**src/sv/trs_pkg.sv**
```systemverilog
// Shared types, codes and constants of the throttle ramp shaper.
package trs_pkg;

    // Command codes carried in the input tuser field.
    localparam logic [1:0] CMD_THROTTLE = 2'd0;
    localparam logic [1:0] CMD_STEER    = 2'd1;
    localparam logic [1:0] CMD_TICK     = 2'd2;

    // Configuration register indexes.
    localparam logic [1:0] CFG_LAG_GAIN    = 2'd0;
    localparam logic [1:0] CFG_DECAY_STEP  = 2'd1;
    localparam logic [1:0] CFG_STEER_LIMIT = 2'd2;
    localparam logic [1:0] CFG_SPEED_GAIN  = 2'd3;

    // Configuration reset values.
    localparam logic [15:0] LAG_GAIN_RST    = 16'd131;
    localparam logic [14:0] DECAY_STEP_RST  = 15'd27;
    localparam logic [14:0] STEER_LIMIT_RST = 15'd11469;
    localparam logic [15:0] SPEED_GAIN_RST  = 16'd1536;

    // Q2.14 constants.
    localparam logic signed [15:0] ONE_Q14   = 16'sd16384;
    localparam logic signed [15:0] HALF_Q14  = 16'sd8192;
    localparam logic        [16:0] NEAR_ZERO = 17'd819;

    // Saturation limits of a 16-bit signed result.
    localparam logic [15:0] SAT_POS = 16'h7FFF;
    localparam logic [15:0] SAT_NEG = 16'h8000;

    // Serial multiplier geometry.
    localparam int MUL_A_W   = 17;
    localparam int MUL_B_W   = 16;
    localparam int MUL_P_W   = MUL_A_W + MUL_B_W;
    localparam int MUL_CNT_W = 4;
    localparam logic [MUL_CNT_W-1:0] MUL_LAST = 4'd15;

    typedef enum logic [2:0] {
        ST_IDLE,
        ST_STEER,
        ST_LAG,
        ST_SPEED_LOAD,
        ST_SPEED,
        ST_EMIT
    } state_t;

    typedef struct packed {
        logic               start;
        logic [MUL_A_W-1:0] mag_a;
        logic [MUL_B_W-1:0] mul_b;
    } mul_req_t;

    typedef struct packed {
        logic               done;
        logic [MUL_P_W-1:0] product;
    } mul_rsp_t;

endpackage

```
**src/sv/trs_serial_mul.sv**
```systemverilog
// Bit-serial shift-add multiplier, one multiplier bit per cycle.
module trs_serial_mul (
    input  logic               aclk,
    input  logic               aresetn,
    input  trs_pkg::mul_req_t  req,
    output trs_pkg::mul_rsp_t  rsp
);

    logic [trs_pkg::MUL_P_W:0]     acc_reg, acc_next;
    logic [trs_pkg::MUL_A_W-1:0]   a_reg;
    logic [trs_pkg::MUL_CNT_W-1:0] cnt_reg, cnt_next;
    logic                          busy_reg, busy_next;
    logic                          done_reg, done_next;
    logic [trs_pkg::MUL_A_W:0]     hi_sum;

    // The upper part accumulates the multiplicand, the lower part shifts the
    // multiplier bits out; the product is complete after the last step.
    always_comb begin
        hi_sum    = acc_reg[trs_pkg::MUL_P_W:trs_pkg::MUL_B_W]
                  + (acc_reg[0] ? {1'b0, a_reg} : '0);
        acc_next  = acc_reg;
        cnt_next  = cnt_reg;
        busy_next = busy_reg;
        done_next = 1'b0;
        if (req.start) begin
            acc_next  = {{(trs_pkg::MUL_A_W + 1){1'b0}}, req.mul_b};
            cnt_next  = '0;
            busy_next = 1'b1;
        end else if (busy_reg) begin
            acc_next = {1'b0, hi_sum, acc_reg[trs_pkg::MUL_B_W-1:1]};
            cnt_next = cnt_reg + 1'b1;
            if (cnt_reg == trs_pkg::MUL_LAST) begin
                busy_next = 1'b0;
                done_next = 1'b1;
            end
        end
    end

    always_ff @(posedge aclk) begin
        if (!aresetn) begin
            busy_reg <= 1'b0;
            done_reg <= 1'b0;
            cnt_reg  <= '0;
        end else begin
            busy_reg <= busy_next;
            done_reg <= done_next;
            cnt_reg  <= cnt_next;
        end
    end

    always_ff @(posedge aclk) begin
        acc_reg <= acc_next;
        if (req.start) begin
            a_reg <= req.mag_a;
        end
    end

    assign rsp.done    = done_reg;
    assign rsp.product = acc_reg[trs_pkg::MUL_P_W-1:0];

endmodule

```
**src/sv/throttle_ramp_shaper.sv**
```systemverilog
// Top level of the throttle ramp shaper: command decode, tick update and result channel.
//
// Usage. Items arrive on the s_ stream: s_tuser selects a throttle command, a
// steering command or a control tick, s_tdata carries the signed Q2.14 value.
// A throttle command is stored and the block is ready again at once. A steering
// command runs one serial multiplication. A control tick produces exactly one
// transfer on the m_ stream with the steering angle and the speed. A tick that
// decays the level runs one serial multiplication for the speed, a tick that
// follows the target through the lag runs two back to back. The rate is set by
// the single bit-serial multiplier, which retires one multiplier bit per cycle
// over 16 bits. The block takes one item at a time; s_tready is high only while
// idle. The result sits in an output register, so a new item is taken while a
// result waits; a second tick result waits in the block until the receiver takes
// the first. Configuration writes on the cfg_ channel are always ready; the user
// must make them while the block is idle, which the block does not enforce.
// Reset (aresetn low, synchronous) restores the register defaults, zero target,
// level and angle, and forward direction.
module throttle_ramp_shaper (
    input  logic        aclk,
    input  logic        aresetn,
    input  logic        s_tvalid,
    output logic        s_tready,
    input  logic [15:0] s_tdata,   // [15:0] command_value
    input  logic [1:0]  s_tuser,   // [1:0] cmd
    output logic        m_tvalid,
    input  logic        m_tready,
    output logic [31:0] m_tdata,   // [15:0] wheel_angle, [31:16] speed
    input  logic        cfg_valid,
    output logic        cfg_ready,
    input  logic [1:0]  cfg_index,
    input  logic [15:0] cfg_data
);

    trs_pkg::state_t state_reg, state_next;

    logic [15:0]        lag_gain_reg, lag_gain_next;
    logic [14:0]        decay_step_reg, decay_step_next;
    logic [14:0]        steer_limit_reg, steer_limit_next;
    logic [15:0]        speed_gain_reg, speed_gain_next;

    logic signed [15:0] target_reg, target_next;
    logic signed [15:0] level_reg, level_next;
    logic               fwd_reg, fwd_next;
    logic signed [15:0] steer_reg, steer_next;
    logic               neg_reg, neg_next;
    logic [15:0]        speed_reg, speed_next;
    logic               m_valid_reg, m_valid_next;
    logic [31:0]        m_data_reg, m_data_next;

    trs_pkg::mul_req_t  mul_req;
    trs_pkg::mul_rsp_t  mul_rsp;

    logic               in_xfer;
    logic               out_free;
    logic signed [15:0] cmd_value;
    logic signed [15:0] cmd_clamp;
    logic signed [16:0] cmd_ext;
    logic [16:0]        cmd_mag;
    logic signed [16:0] level_ext;
    logic [16:0]        level_mag;
    logic               tgt_hi;
    logic               tgt_lo;
    logic               lag_keep;
    logic               near_zero;
    logic               lag_go;
    logic signed [17:0] aim;
    logic signed [17:0] diff;
    logic [16:0]        diff_mag;
    logic signed [17:0] decay_sum;
    logic signed [15:0] decay_level;
    logic [33:0]        lag_round;
    logic signed [18:0] lag_step;
    logic signed [18:0] lag_sum;
    logic signed [15:0] lag_level;

    // Round a magnitude product to nearest at bit 14, ties away from zero,
    // apply the sign and saturate to 16 bits.
    function automatic logic [15:0] round_sat14(input logic [32:0] prod, input logic neg);
        logic [33:0] rnd;
        logic [19:0] mag;
        logic [19:0] negated;
        logic [15:0] res;
        rnd     = {1'b0, prod} + 34'd8192;
        mag     = rnd[33:14];
        negated = -mag;
        if (neg) begin
            res = (mag > 20'd32768) ? trs_pkg::SAT_NEG : negated[15:0];
        end else begin
            res = (mag > 20'd32767) ? trs_pkg::SAT_POS : mag[15:0];
        end
        return res;
    endfunction

    assign in_xfer   = s_tvalid && s_tready;
    assign out_free  = !m_valid_reg || m_tready;
    assign cfg_ready = 1'b1;

    // Command value clamped to plus or minus one and its magnitude.
    always_comb begin
        cmd_value = signed'(s_tdata);
        if (cmd_value > trs_pkg::ONE_Q14) begin
            cmd_clamp = trs_pkg::ONE_Q14;
        end else if (cmd_value < -trs_pkg::ONE_Q14) begin
            cmd_clamp = -trs_pkg::ONE_Q14;
        end else begin
            cmd_clamp = cmd_value;
        end
        cmd_ext = 17'(cmd_clamp);
        cmd_mag = cmd_ext[16] ? 17'(-cmd_ext) : 17'(cmd_ext);
    end

    // Tick decision: follow the target through the lag, or decay toward zero.
    always_comb begin
        level_ext = 17'(level_reg);
        level_mag = level_ext[16] ? 17'(-level_ext) : 17'(level_ext);
        tgt_hi    = target_reg > trs_pkg::HALF_Q14;
        tgt_lo    = target_reg < -trs_pkg::HALF_Q14;
        lag_keep  = (fwd_reg && tgt_hi) || (!fwd_reg && tgt_lo);
        near_zero = level_mag <= trs_pkg::NEAR_ZERO;
        lag_go    = lag_keep || (near_zero && (tgt_hi || tgt_lo));

        // The aim sits half a unit inside the target on the side of travel.
        aim      = tgt_hi ? 18'(target_reg) - 18'(trs_pkg::HALF_Q14)
                          : 18'(target_reg) + 18'(trs_pkg::HALF_Q14);
        diff     = aim - 18'(level_reg);
        diff_mag = diff[17] ? 17'(-diff) : 17'(diff);

        // Linear decay stops at zero rather than crossing it.
        if (level_reg > 16'sd0) begin
            decay_sum = 18'(level_reg) - signed'({3'b000, decay_step_reg});
            if (decay_sum[17]) begin
                decay_sum = '0;
            end
        end else begin
            decay_sum = 18'(level_reg) + signed'({3'b000, decay_step_reg});
            if (!decay_sum[17] && (decay_sum != 18'sd0)) begin
                decay_sum = '0;
            end
        end
        decay_level = decay_sum[15:0];

        // Lag step: product rounded at bit 16, signed by the difference.
        lag_round = {1'b0, mul_rsp.product} + 34'd32768;
        lag_step  = signed'({1'b0, lag_round[33:16]});
        if (neg_reg) begin
            lag_step = -lag_step;
        end
        lag_sum = 19'(level_reg) + lag_step;
        if (lag_sum > 19'sd32767) begin
            lag_level = signed'(trs_pkg::SAT_POS);
        end else if (lag_sum < -19'sd32768) begin
            lag_level = signed'(trs_pkg::SAT_NEG);
        end else begin
            lag_level = lag_sum[15:0];
        end
    end

    // Configuration register writes; values are masked to the register width.
    always_comb begin
        lag_gain_next    = lag_gain_reg;
        decay_step_next  = decay_step_reg;
        steer_limit_next = steer_limit_reg;
        speed_gain_next  = speed_gain_reg;
        if (cfg_valid && cfg_ready) begin
            unique case (cfg_index)
                trs_pkg::CFG_LAG_GAIN:    lag_gain_next    = cfg_data;
                trs_pkg::CFG_DECAY_STEP:  decay_step_next  = cfg_data[14:0];
                trs_pkg::CFG_STEER_LIMIT: steer_limit_next = cfg_data[14:0];
                trs_pkg::CFG_SPEED_GAIN:  speed_gain_next  = cfg_data;
                default: ;
            endcase
        end
    end

    // Next state.
    always_comb begin
        state_next = state_reg;
        unique case (state_reg)
            trs_pkg::ST_IDLE: begin
                if (in_xfer) begin
                    case (s_tuser)
                        trs_pkg::CMD_STEER: state_next = trs_pkg::ST_STEER;
                        trs_pkg::CMD_TICK:
                            state_next = lag_go ? trs_pkg::ST_LAG : trs_pkg::ST_SPEED_LOAD;
                        default:            state_next = trs_pkg::ST_IDLE;
                    endcase
                end
            end
            trs_pkg::ST_STEER: begin
                if (mul_rsp.done) begin
                    state_next = trs_pkg::ST_IDLE;
                end
            end
            trs_pkg::ST_LAG: begin
                if (mul_rsp.done) begin
                    state_next = trs_pkg::ST_SPEED_LOAD;
                end
            end
            trs_pkg::ST_SPEED_LOAD: state_next = trs_pkg::ST_SPEED;
            trs_pkg::ST_SPEED: begin
                if (mul_rsp.done) begin
                    state_next = trs_pkg::ST_EMIT;
                end
            end
            trs_pkg::ST_EMIT: begin
                if (out_free) begin
                    state_next = trs_pkg::ST_IDLE;
                end
            end
            default: state_next = trs_pkg::ST_IDLE;
        endcase
    end

    // Outputs and datapath updates.
    always_comb begin
        s_tready      = 1'b0;
        mul_req.start = 1'b0;
        mul_req.mag_a = level_mag;
        mul_req.mul_b = speed_gain_reg;
        target_next   = target_reg;
        level_next    = level_reg;
        fwd_next      = fwd_reg;
        steer_next    = steer_reg;
        neg_next      = neg_reg;
        speed_next    = speed_reg;
        m_valid_next  = m_valid_reg && !m_tready;
        m_data_next   = m_data_reg;
        unique case (state_reg)
            trs_pkg::ST_IDLE: begin
                s_tready = 1'b1;
                if (in_xfer) begin
                    case (s_tuser)
                        trs_pkg::CMD_THROTTLE: target_next = cmd_clamp;
                        trs_pkg::CMD_STEER: begin
                            mul_req.start = 1'b1;
                            mul_req.mag_a = cmd_mag;
                            mul_req.mul_b = {1'b0, steer_limit_reg};
                            neg_next      = cmd_ext[16];
                        end
                        trs_pkg::CMD_TICK: begin
                            if (lag_go) begin
                                mul_req.start = 1'b1;
                                mul_req.mag_a = diff_mag;
                                mul_req.mul_b = lag_gain_reg;
                                neg_next      = diff[17];
                                fwd_next      = tgt_hi;
                            end else if (!near_zero) begin
                                level_next = decay_level;
                            end else begin
                                level_next = '0;
                            end
                        end
                        default: ;
                    endcase
                end
            end
            trs_pkg::ST_STEER: begin
                if (mul_rsp.done) begin
                    steer_next = signed'(round_sat14(mul_rsp.product, neg_reg));
                end
            end
            trs_pkg::ST_LAG: begin
                if (mul_rsp.done) begin
                    level_next = lag_level;
                end
            end
            trs_pkg::ST_SPEED_LOAD: begin
                mul_req.start = 1'b1;
                mul_req.mag_a = level_mag;
                mul_req.mul_b = speed_gain_reg;
                neg_next      = level_reg[15];
            end
            trs_pkg::ST_SPEED: begin
                if (mul_rsp.done) begin
                    speed_next = round_sat14(mul_rsp.product, neg_reg);
                end
            end
            trs_pkg::ST_EMIT: begin
                if (out_free) begin
                    m_valid_next = 1'b1;
                    m_data_next  = {speed_reg, steer_reg};
                end
            end
            default: ;
        endcase
    end

    always_ff @(posedge aclk) begin
        if (!aresetn) begin
            state_reg       <= trs_pkg::ST_IDLE;
            lag_gain_reg    <= trs_pkg::LAG_GAIN_RST;
            decay_step_reg  <= trs_pkg::DECAY_STEP_RST;
            steer_limit_reg <= trs_pkg::STEER_LIMIT_RST;
            speed_gain_reg  <= trs_pkg::SPEED_GAIN_RST;
            target_reg      <= '0;
            level_reg       <= '0;
            fwd_reg         <= 1'b1;
            steer_reg       <= '0;
            m_valid_reg     <= 1'b0;
        end else begin
            state_reg       <= state_next;
            lag_gain_reg    <= lag_gain_next;
            decay_step_reg  <= decay_step_next;
            steer_limit_reg <= steer_limit_next;
            speed_gain_reg  <= speed_gain_next;
            target_reg      <= target_next;
            level_reg       <= level_next;
            fwd_reg         <= fwd_next;
            steer_reg       <= steer_next;
            m_valid_reg     <= m_valid_next;
        end
    end

    // Payload registers need no reset.
    always_ff @(posedge aclk) begin
        neg_reg    <= neg_next;
        speed_reg  <= speed_next;
        m_data_reg <= m_data_next;
    end

    trs_serial_mul u_mul (
        .aclk    (aclk),
        .aresetn (aresetn),
        .req     (mul_req),
        .rsp     (mul_rsp)
    );

    assign m_tvalid = m_valid_reg;
    assign m_tdata  = m_data_reg;

endmodule

```
**config.mk**
```make
export PLATFORM = sky130hd
export DESIGN_NAME = throttle_ramp_shaper
export DESIGN_NICKNAME = d
export VERILOG_FILES = /design/src/sv/trs_pkg.sv /design/src/sv/trs_serial_mul.sv /design/src/sv/throttle_ramp_shaper.sv
export SDC_FILE = /design/constraint.sdc
export NUM_CORES = 1
export LEC_CHECK = 0
export BUFFER_PORTS_ARGS = -buffer_cell sky130_fd_sc_hd__buf_4
export CORE_UTILIZATION = 40
export DETAILED_ROUTE_END_ITERATION = 10
export SYNTH_ARGS = -nofsm -noshare
export SYNTH_HDL_FRONTEND = slang
export SYNTH_SLANG_ARGS = --single-unit
```
**constraint.sdc**
```tcl
create_clock -name aclk -period 6.8 [get_ports aclk]
set_clock_uncertainty 0.05 [all_clocks]
set_input_delay 1.36 -clock aclk [delete_from_list [all_inputs] [get_ports aclk]]
set_output_delay 1.36 -clock aclk [all_outputs]
set_load 0.1 [all_outputs]
```
Yosys cells after proc, flatten, opt, wreduce, memory -nomap -nowiden
Cells that the tools add are included.

$add $sub $neg: 15. Multiply operators: 0. Div/mod/pow operators: 0. Magnitude comparators: 10. Equal/unequal tests: 20. Shift operators: 0. Muxes and demuxes: 47. Bitwise logic cells: 2. Reductions and logical operators: 35.

Operators by type and width (number): 16-bit two-way mux (17); 34-bit case mux with 2 select lines (2); 17-bit two-way mux (4); 34-bit two-way mux (2); 33-bit by 14-bit adder with 34-bit output (second input constant) (1); 33-bit by 16-bit adder with 34-bit output (second input constant) (1); 16-bit negation with 17-bit output (2); 16-bit case mux with 2 select lines (1); 20-bit by 15-bit > comparator with 1-bit output (second input constant) (1); 20-bit by 16-bit > comparator with 1-bit output (second input constant) (1); 16-bit by 19-bit adder with 19-bit output (1); 19-bit by 16-bit > comparator with 1-bit output (second input constant) (1); 19-bit by 16-bit less-than comparator with 1-bit output (second input constant) (1); 19-bit two-way mux (1); 18-bit negation with 19-bit output (1); 17-bit by 17-bit adder with 18-bit output (1); 18-bit two-way mux (1); 3-bit case mux with 6 select lines (1); 18-bit nonzero test (1); 18-bit by 16-bit subtractor with 18-bit output (1); 16-bit by 15-bit adder with 17-bit output (second input constant) (1); 16-bit by 16-bit adder with 17-bit output (1); 17-bit by 10-bit less-or-equal comparator with 1-bit output (second input constant) (1); 17-bit negation (1); other kinds (36) (83).

Flip-flop bits (word level): 220. Latch bits: 0. RAM bits: 0. Bits in read-only memories: 0. Input port bits: 41. Output and inout port bits: 35. Logic and storage cells: 148. Memories kept: 0.

Depth between registers and ports, before layout
Gate-level depths: netlist of the first run.

Depth after elaboration: 10. Gate-level depth with buffers: 21. Gate-level depth less buffers: 20.

By module
A second synthesis of the first run with hierarchy kept.

Cell total of the unflattened synthesis: 2078. Area, all modules: 16854.9 µm².

By module, submodules not included: throttle_ramp_shaper (instances 1, cells an instance 1810, area each 13889.6 µm², seq. area each 3773.6 µm²); trs_serial_mul (instances 1, cells an instance 268, area each 2965.3 µm², seq. area each 1451.4 µm²).

Least setup slack after synthesis of the first run
No wires, ideal clock.

Path type: register to register. Start point: register state_reg[2]. End point: register u_mul.acc_reg[0] in the netlist's numbering, enable pin. Setup time: 372 ps. Data arrival time: 4409 ps. Required time: 6378 ps. Path slack: 1969 ps. Cell stages (with the launch flop): 9. Buffers on the path: 3. Clock period less this slack: 4831 ps. Cells stage by stage: dfxtp_1 -> clkbuf_1 -> nor3_1 -> and3_1 -> o21ai_1 -> and2_1 -> buf_4 -> buf_2 -> nand2_1.

Cells in the longest elaborated chain, start to end: 6. Elaborated cells between the ends (all ways): 7. Classes of those cells: 1 x eq/ne; 3 x mux; 3 x reduce/logical.

RTL lines: start, declared (line throttle_ramp_shaper.sv:34) `trs_pkg::state_t state_reg, state_next;`; start signal, assigned (line throttle_ramp_shaper.sv:290) `state_reg <= trs_pkg::ST_IDLE;`; start signal, assigned (line throttle_ramp_shaper.sv:301) `state_reg <= state_next;`; 3-bit zero test (line throttle_ramp_shaper.sv:228) `unique case (state_reg)`; 1-bit two-way mux (line throttle_ramp_shaper.sv:228); net s_tready (line throttle_ramp_shaper.sv:22) `output logic s_tready,`; 1-bit logical AND (line throttle_ramp_shaper.sv:94) `assign in_xfer = s_tvalid && s_tready;`; 34-bit two-way mux (line throttle_ramp_shaper.sv:231) `if (in_xfer) begin`; 34-bit case mux with 2 select lines (line throttle_ramp_shaper.sv:228); 2-bit nonzero test (no line); end signal, assigned (line trs_serial_mul.sv:52) `acc_reg <= acc_next;`; end, declared (line trs_serial_mul.sv:9) `logic [trs_pkg::MUL_P_W:0] acc_reg, acc_next;`.

The timed path passes the listed nets, and every way through them passes these cells. A chain may end at the register's enable or synchronous reset.

Worst setup path in the final report of the first run
Start point: register u_mul.acc_reg[15] in the netlist's numbering. End point: register level_reg[3].

Cells in the longest elaborated chain, start to end: 9. Elaborated cells between the ends (all ways): 10. Classes of those cells: 3 x add/sub; 2 x order compare; 5 x mux.

RTL lines: 33-bit by 16-bit adder with 34-bit output (*) (line throttle_ramp_shaper.sv:143) `lag_round = {1'b0, mul_rsp.product} + 34'd32768;`; 18-bit negation with 19-bit output (line throttle_ramp_shaper.sv:146) `lag_step = -lag_step;`; 19-bit two-way mux (*) (line throttle_ramp_shaper.sv:145) `if (neg_reg) begin`; 16-bit by 19-bit adder with 19-bit output (*) (line throttle_ramp_shaper.sv:148) `lag_sum = 19'(level_reg) + lag_step;`; 19-bit by 16-bit less-than comparator with 1-bit output (line throttle_ramp_shaper.sv:151) `end else if (lag_sum < -19'sd32768) begin`; 16-bit two-way mux (line throttle_ramp_shaper.sv:151); 16-bit two-way mux (*) (line throttle_ramp_shaper.sv:149) `if (lag_sum > 19'sd32767) begin`; 16-bit two-way mux (*) (line throttle_ramp_shaper.sv:263) `if (mul_rsp.done) begin`; 16-bit case mux with 2 select lines (*) (line throttle_ramp_shaper.sv:228); end signal, assigned (line throttle_ramp_shaper.sv:307) `level_reg <= level_next;`; end, declared (line throttle_ramp_shaper.sv:42) `logic signed [15:0] level_reg, level_next;`.

Mark *: on every way between the ends. The rest lies on a longest branch, timed or not. The select of a mux whose other input is x is not followed.

==> results.yml, run 1 <==
floorplan:
  die_h_um: 205
  io_pins: 76
  die-area_mm2: 0.0422
  start_util: 0.406
  num_rows: 74
  core_area_mm2: 0.0408
  dieWidth_um: 205
cts:
  clock_path_buffers: 3
  ctsHoldBuffers: 0
  path_clk_slew_ns: 0.06
  clock_latency_ns: 0.53
  cts_tree: "yes"
  cts_resized: 0
  post-cts-setup-buffers: 0
  cts_buffers: 25
  h-tree-depth: 1
  clock_sinks: 220
  cts.root.buffer_cell: "clkbuf_16"
place:
  dp_cells: 2544
  dp_hpwl_um: 36900
  pre_cts_ws_ns: 1.73
  gp_congestion: 0.908
  port_buffers: 74
critical_path:
  path_max_fanout: 15
  r2r_slack_ns: 1.70
  r2r-end: "level_reg[3]"
  crit_path_start_kind: "flop"
  cp-end-kind: "flop"
  crit_start: "u_mul.acc_reg[15]"
  required_ns: 7.16
  path_cells: "ha_1 > and3_1 > xnor2_1 > nand3_1 > or2_2 > o21ai_0 > nand2_1 > xnor2_1 > ha_1 > a21oi_1 > o21ai_0 > o31ai_1 > a21bo_2 > a31oi_1 > xnor3_2 > o21ai_4 > nor3_1 > o311a_1"
  setup.worst_path.class: "reg -> reg"
  arrival_ns: 5.46
  reg2reg_from: "u_mul.acc_reg[15]"
  critPathMaxStageDelay_ns: 0.54
  reg2reg_depth: 18
  worst_path_max_delay_cell: "edfxtp_1"
routing:
  drt-initial-drc-count: 949
  antenna_left: 0
  num_vias: 14900
  drt-total-wl_um: 49000
  vias_per_cell: 5.75
  dr.pass1.iters: 9
  wire_per_inst_um: 18.9
  route.detailed.drc: 1
worst_hold_path:
  min_delay_path_depth: 0
  min_to: "m_tdata[28]"
  min-delay-start: "speed_reg[12]"
  hold_class: "reg -> reg"
global_routing:
  grt_max_degree: 104
  grt.overflow.total: 0
  grt_pass1_vias: 14000
  grt_pass1_wl_um: 76800
  antenna_found_initial: 0
  grt_usage: 0.229
logic_synthesis:
  avgSynthCellArea_um2: 8.13
  synth-warning-count: 0
  syn_nets: 2183
  syn_inst: 2037
  ys_seq_area_frac: 0.315
  synth_edf_count: 82
  ys_ff_latch: 220
  yosysUniqueCellTypes: 100
  ys_async_sr_fraction: 0
  ys.flop_type: "dfxtp_1"
  netlist_area_mm2: 0.0166
status:
  outcome: "finished with violations"
  violations: "DRC"
pwr:
  clkPwrFrac: 0.237
  p_sw_mw: 2.20
  powerDensity_mw_per_mm2: 293
  vdd_drop_max_v: 0.000187
  p_comb_frac: 0.444
  total_power_mw: 5.32
  p_leak_nw: 7.00
  pwr-share-seq: 0.319
  power_switching_share: 0.413
  p_int_mw: 3.12
sta:
  period_needed_ns: 5.10
  period_share: 0.749
  tightest_slew_ns: 1.30
  worst_slack_ns: 1.70
  fmax_mhz: 196
  final_hold_viol_count: 0
  finalSetupViolCount: 0
  slew_headroom: 0.133
  setup_tns_ns: 0
  slew_violations: 0
  grt_setup_unrepaired: "no"
cells_and_area:
  drive_above_1_share: 0.0899
  largest_reg_flops: 33
  finalNonFillerCells: 2589
  final_util: 0.445
  n_fill_cell: 4096
  final_nets: 2185
  area_delta_synth_final_pct: 9.64
  antenna_cells: 0
job:
  max_cap_violations: 0
==> power groups by stage <==
stage,Sequential (mW),Combinational [mW],Clock (mW)
global placement,1.72,2.30,0
floorplan,1.57,1.92,0
finish,1.70,2.36,1.26
detailed placement,1.72,2.32,0
CTS,1.70,2.34,1.29
global route,1.72,2.62,1.34
==> placed cells by master, fill, tap and decap left out, types with 56 or more instances in the layout <==
cell type	synthesis	layout
a21boi_0	65	65
a21oi_1	122	122
buf_4	7	88
dfxtp_1	138	138
edfxtp_1	82	82
ha_1	100	100
inv_1	85	85
nand2_1	298	298
nor2_1	159	158
nor3_1	56	56
o21ai_0	121	121
xnor2_1	101	101
==> stage by stage <==
stage                     hold slack (ns)  instance area [um2]
after CTS                           0.369                18200
after global placement              0.350                17400
after floorplan                     0.350                16600
final                               0.367                18200
after global routing                0.375                18200
after detailed placement            0.355                17400
==> cell type report <==
type                       instances  area, um2  area share
clock buffer                      34        689      0.0380
clock inverter                    11       66.3     0.00365
inverter                          87        327      0.0180
multi-input combinational       1617      10500       0.580
sequential                       220       5230       0.288
tap                              532        666      0.0367
timing repair buffer              88        661      0.0364
==> metal layers <==
layer | up-vias | track usage | part of all wire
met5 | - | 0 | 0
met4 | 0 | 0.0696 | 0.030
met3 | 92 | 0.0266 | 0.055
met2 | 454 | 0.374 | 0.46
met1 | 6984 | 0.314 | 0.46
li1 | 7356 | - | -
==> cells in the mapped netlist, types with 7 or more instances <==
cell | number | area share
o21ai_0 | 121 | 0.037
a21o_1 | 18 | 0.0082
or3_1 | 13 | 0.0049
o22ai_1 | 11 | 0.0042
o31ai_1 | 23 | 0.010
mux2i_1 | 21 | 0.013
o21a_1 | 20 | 0.0091
buf_4 | 7 | 0.0032
a22oi_1 | 15 | 0.0068
and3_1 | 19 | 0.0072
or2_2 | 8 | 0.0030
a21boi_0 | 65 | 0.029
a21oi_1 | 122 | 0.037
nand3_1 | 54 | 0.016
nor2b_1 | 22 | 0.0083
o2111ai_1 | 9 | 0.0048
nand4_1 | 15 | 0.0057
and2_1 | 31 | 0.012
nor2_1 | 159 | 0.036
o311a_1 | 9 | 0.0054
nor4_1 | 15 | 0.0057
clkbuf_1 | 87 | 0.020
edfxtp_1 | 82 | 0.15
dfxtp_1 | 138 | 0.17
nand2b_1 | 22 | 0.0083
ha_1 | 100 | 0.076
o221ai_1 | 12 | 0.0063
o211a_1 | 7 | 0.0042
o221a_2 | 7 | 0.0048
buf_2 | 14 | 0.0042
a211oi_1 | 21 | 0.0095
nand3b_1 | 9 | 0.0041
or4_1 | 7 | 0.0032
xnor2_1 | 101 | 0.053
o21bai_1 | 7 | 0.0032
inv_1 | 85 | 0.019
a31oi_1 | 19 | 0.0072
nand2_1 | 298 | 0.068
o211ai_1 | 15 | 0.0068
nor3_1 | 56 | 0.017
xor2_1 | 40 | 0.021
==> worst max-delay path: cells and delay by family, from the launching register on <==
family | cells | cell delay, ns
compound gates | 8 | 1.94
simple gates | 5 | 0.98
xor+xnor | 3 | 0.85
fa+ha+maj | 2 | 0.62
flops | 1 | 0.54
==> logic make-up (layout without fill, tap and decap cells) <==
| logic type | count (synthesis) | after routing | synth area share |
|---|---|---|---|
| flops | 220 | 220 | 0.315 |
| xor+xnor | 142 | 142 | 0.0760 |
| buf+inv | 200 | 220 | 0.0498 |
| compound gates | 581 | 581 | 0.241 |
| mux | 25 | 25 | 0.0154 |
| other cells | 1 | 1 | 0.000226 |
| simple gates | 763 | 763 | 0.221 |
| fa+ha+maj | 105 | 105 | 0.0816 |
==> worst max path at each step <==
| stage | to | cells past startpoint |
|---|---|---|
| 3_3_place_gp | level_reg[3] | 18 |
| 3_5_place_dp | level_reg[3] | 18 |
| 4_1_cts | level_reg[3] | 18 |
| 5_1_grt | level_reg[3] | 18 |
| 6_report | level_reg[3] | 18 |
| 2_1_floorplan | u_mul.acc_reg[0] | 8 |
(Power assumes the default switching activity.)
==> run 2, diff against run 1 <==
Clock period 6.8 ns to 4.65 ns, I/O delays scaled along.
==> run 2 against run 1 <==
- the flow still finishes with violations (DRC)
- first-iteration DRC count rose by 26%
- register-to-register slack got worse by 1.5 ns
- worst setup slack got worse by 1.5 ns
- flip-flop and latch count did not move
- power rose by 51%
- hold slack improved by 0.0033 ns
- global-route usage fell by 0.23 points
- utilization rose by 1.2 points
- highest routed layer unchanged
==> results.yml, run 2 (same netlist as run 1, synthesis figures left out) <==
status:
  outcome: "finished with violations"
  violations: "DRC"
global_routing:
  grt_pass1_vias: 13800
  grtUsageMet1: 0.320
  met3_usage: 0.0239
  grt_max_degree: 119
  antenna_found_initial: 0
  grt_busiest_layer: "met2"
  grtUsageMet2: 0.358
  grt.overflow.total: 0
  grt_pass1_wl_um: 76200
  grt_usage: 0.226
cells_and_area:
  final_util: 0.457
  final_nets: 2238
  n_fill_cell: 4043
  largest_reg_flops: 33
  antenna_cells: 0
  drive_above_1_share: 0.121
  final_common_cell: "nand2_1"
  layout_common_cells: "nand2_1 (297), nor2_1 (158), buf_4 (139)"
  area_delta_synth_final_pct: 12.7
critical_path:
  r2r_slack_ns: 0.21
  path_cells: "ha_2 > and3_1 > xnor2_2 > buf_4 > nand3_1 > nand2_1 > xor2_1 > ha_1 > a21o_1 > a221oi_1 > o21a_1 > o21ai_0 > a21bo_2 > a31oi_1 > xnor3_2 > o21ai_4 > buf_12 > nor3_1 > o311a_1"
  worst_path_max_delay_cell: "edfxtp_1"
  setup.worst_path.class: "reg -> reg"
  critPathMaxStageDelay_ns: 0.42
  path_max_fanout: 15
  arrival_ns: 4.82
  crit_path_start_kind: "flop"
  required_ns: 5.03
  cp-end-kind: "flop"
cts:
  h-tree-depth: 1
  path_clk_slew_ns: 0.06
  cts_tree: "yes"
  cts_buffers: 25
  clock_path_buffers: 3
  ctsHoldBuffers: 0
  clock_latency_ns: 0.54
  clock_sinks: 220
  cts.root.buffer_cell: "clkbuf_16"
floorplan:
  core_area_mm2: 0.0408
  num_rows: 74
  io_pins: 76
  dieWidth_um: 205
  die_h_um: 205
  die-area_mm2: 0.0422
  start_util: 0.406
pwr:
  p_leak_nw: 7.33
  powerDensity_mw_per_mm2: 430
  vdd_drop_max_v: 0.000255
routing:
  antenna_left: 0
  drt-initial-drc-count: 1200
  dr.pass1.iters: 9
  drt-total-wl_um: 48800
  route.detailed.drc: 1
  num_vias: 15200
  wire_per_inst_um: 18.5
  vias_per_cell: 5.74
sta:
  period_share: 0.955
  period_needed_ns: 4.44
  tightest_slew_ns: 1.10
  finalSetupViolCount: 0
  slew_violations: 0
  final_hold_viol_count: 0
  setup_tns_ns: 0
  slew_headroom: 0.269
  fmax_mhz: 225
place:
  dp_hpwl_um: 37000
  port_buffers: 74
  gp_congestion: 0.952
job:
  max_cap_violations: 0
worst_hold_path:
  hold_class: "reg -> reg"
run 2: layer usage:
metal,vias up,wire (um)
met5,-,0
met4,0,1640
met3,83,2710
met2,466,21800
met1,7155,22700
li1,7466,-
run 2: power breakdown:
group	internal [mW]	leakage, nW	switching (mW)	total [mW]
clock	1.02	0.367	0.814	1.83
combinational	1.57	5.07	2.29	3.87
sequential	2.15	1.89	0.182	2.33
run 2: cell type report:
class                   count  area [um2]  area share
inverters                  87         327      0.0175
well taps                 532         666      0.0357
clock buffers              32         662      0.0355
clock inverters            14        95.1     0.00510
flip-flops and latches    220        5230       0.280
repair buffers            141        1080      0.0581
multi-input cells        1617       10600       0.568
run 2: worst max-delay path, delay by kind of cell, from the launching register on:
family / cells / cell delay (ns)
XOR/XNOR: 3 / 0.69
adder cells (fa/ha/maj): 2 / 0.56
AO/OA/AOI/OAI: 8 / 1.83
flip-flops: 1 / 0.42
AND/OR/NAND/NOR: 4 / 0.50
buffers and inverters: 2 / 0.29
run 2: final timing paths:
| kind | cells after the start | endpoint | start |
|---|---|---|---|
| setup / recovery | 19 | level_reg[3] | u_mul.acc_reg[15] |
| hold / removal | 0 | m_tdata[31] | speed_reg[15] |
| setup reg to reg | 19 | level_reg[3] | u_mul.acc_reg[15] |
| hold reg to reg | 0 | m_tdata[31] | speed_reg[15] |
run 2: repair_timing:
| item | in CTS | in global routing |
|---|---|---|
| endpoints found under the setup margin | 9 | 16 |
| cloned | 0 | 0 |
| pin swaps | 1 | 5 |
| buffers inserted | 1 | 0 |
| gates resized for setup | 1 | 23 |
run 2: per-stage QoR:
step                      cells  area, um2  total power, mW  hold slack, ns  worst slack (ns)
after floorplan            2037      16600             5.09           0.350             0.141
after global placement     2596      17800             6.05           0.353            0.0398
after detailed placement   2596      17800             6.10           0.355           -0.0463
after CTS                  2643      18600             7.97           0.370            0.0349
after global routing       2643      18700             8.55           0.375           -0.0446
final                      2643      18700             8.03           0.370             0.211
==> run 3, diff against run 2 <==
Settings changed: CTS_BUF_LIST set to sky130_fd_sc_hd__clkbuf_8.
==> run 3 against run 2 <==
- the run still ends with DRC left
- largest power group unchanged
- clock power down 8%
- combinational power up 2%
- critical path type unchanged
- largest cell class unchanged
- sequential share of layout area down 0.053 points
- power down 0.88%
==> results.yml, run 3 (same netlist as run 1, synthesis figures left out) <==
status:
  outcome: "finished with violations"
  violations: "DRC"
critical_path:
  crit_start: "u_mul.acc_reg[15]"
  r2r-end: "level_reg[3]"
  reg2reg_depth: 19
  r2r_slack_ns: 0.23
  crit_buf_inv: 2
  critPathMaxStageDelay_ns: 0.46
  arrival_ns: 4.81
  cp-end-kind: "flop"
  crit_path_start_kind: "flop"
  reg2reg_from: "u_mul.acc_reg[15]"
  path_max_fanout: 15
  setup.worst_path.class: "reg -> reg"
  required_ns: 5.03
  path_cells: "ha_4 > and3_1 > xnor2_2 > buf_4 > nand3_1 > nand2b_2 > o21ai_1 > xnor2_1 > ha_1 > nand2_1 > or3_1 > o211ai_1 > o2111ai_1 > a22oi_2 > nor3_2 > o21ai_4 > buf_12 > nor3_1 > o311a_1"
  crit_family: "compound AO/OA/AOI/OAI gates"
  worst_path_max_delay_cell: "edfxtp_1"
cells_and_area:
  drive_above_1_share: 0.130
  layout_common_cells: "nand2_1 (297), nor2_1 (158), buf_4 (142)"
  area_delta_synth_final_pct: 12.9
  final_util: 0.458
  antenna_cells: 0
  final_common_cell: "nand2_1"
  largest_reg_flops: 33
  final_nets: 2254
cts:
  path_clk_slew_ns: 0.06
  ctsHoldBuffers: 0
  clock_path_buffers: 3
  clock_sinks: 220
  cts.root.buffer_cell: "clkbuf_8"
  cts_buffers: 37
  h-tree-depth: 2
  clock_latency_ns: 0.58
  cts_tree: "yes"
pwr:
  pwr-share-seq: 0.294
  p_leak_nw: 7.42
  p_sw_mw: 3.32
  p_comb_frac: 0.494
  clkPwrFrac: 0.212
  power_switching_share: 0.417
  powerDensity_mw_per_mm2: 426
  total_power_mw: 7.96
  p_int_mw: 4.64
  vdd_drop_max_v: 0.000184
floorplan:
  start_util: 0.406
  die_h_um: 205
  io_pins: 76
  die-area_mm2: 0.0422
  core_area_mm2: 0.0408
  dieWidth_um: 205
  num_rows: 74
worst_hold_path:
  min-delay-start: "steer_reg[9]"
  hold_class: "reg -> reg"
  min_delay_path_depth: 0
  min_to: "m_tdata[9]"
global_routing:
  grt.overflow.total: 0
  grt_pass1_vias: 13900
  grt_usage: 0.228
  grt_max_degree: 119
  antenna_found_initial: 0
  grt_pass1_wl_um: 76100
sta:
  slew_violations: 0
  fmax_mhz: 226
  tightest_slew_ns: 1.07
  final_hold_viol_count: 0
  period_needed_ns: 4.42
  finalSetupViolCount: 0
  slew_headroom: 0.288
  period_share: 0.951
place:
  gp_congestion: 0.952
  dp_hpwl_um: 37000
  port_buffers: 74
routing:
  route.detailed.drc: 1
  dr.pass1.iters: 11
  drt-initial-drc-count: 1262
  antenna_left: 0
  wire_per_inst_um: 18.3
  drt-total-wl_um: 48900
  vias_per_cell: 5.67
  num_vias: 15100
job:
  max_cap_violations: 0
run 3: cell types whose count changed in the layout (fill, tap and decap cells not counted), sizes merged:
cell,delta
clkinvlp,-2
buf,+4
clkbuf,+12
inv,+12
clkinv,-1
run 3: how the worst max path moves through the flow:
stage                    end  slack [ns]  depth (start not counted)
2_1_floorplan  level_reg[11]        0.14                         19
3_3_place_gp    level_reg[3]        0.04                         18
3_5_place_dp    level_reg[3]       -0.05                         18
4_1_cts         level_reg[3]       0.003                         19
5_1_grt         level_reg[3]       -0.03                         19
6_report        level_reg[3]        0.23                         19
run 3: cell type report:
| type | instances | area [um2] |
|---|---|---|
| clock buffer | 44 | 606 |
| clock inverter | 23 | 108 |
| fill | 4033 | 22100 |
| inverter | 87 | 327 |
| multi-input combinational | 1617 | 10700 |
| sequential | 220 | 5230 |
| tap | 532 | 666 |
| timing repair buffer | 145 | 1120 |
run 3: power groups by stage:
| stage | sequential [mW] | clock (mW) | combinational [mW] |
|---|---|---|---|
| global route | 2.36 | 1.80 | 4.33 |
| detailed placement | 2.37 | 0 | 3.72 |
| global placement | 2.37 | 0 | 3.69 |
| finish | 2.34 | 1.68 | 3.94 |
| CTS | 2.33 | 1.73 | 3.76 |
| floorplan | 2.29 | 0 | 2.80 |
run 3: timing repair:
item                                    in CTS  in global routing
endpoints found under the setup margin      12                 15
buffers inserted                             1                  4
pin swaps                                    1                 10
endpoints found under the hold margin        0                  0
gates resized for setup                      2                 30
run 3: through the flow:
step	instances	setup WS (ns)	instance area, um2	TNS [ns]	hold slack (ns)
3_5_place_dp	2596	-0.0463	17800	-0.0999	0.355
5_1_grt	2668	-0.0267	18700	-0.0698	0.376
6_report	2668	0.227	18700	0	0.363
2_1_floorplan	2037	0.141	16600	0	0.350
3_3_place_gp	2596	0.0398	17800	0	0.353
4_1_cts	2664	0.00258	18500	0	0.365
run 3: per-layer routing:
layer	wire, um	track usage	part of all wire
met5	0	0	0
met4	1680	0.0802	0.034
met3	2670	0.0299	0.055
met2	21900	0.356	0.45
met1	22700	0.319	0.46
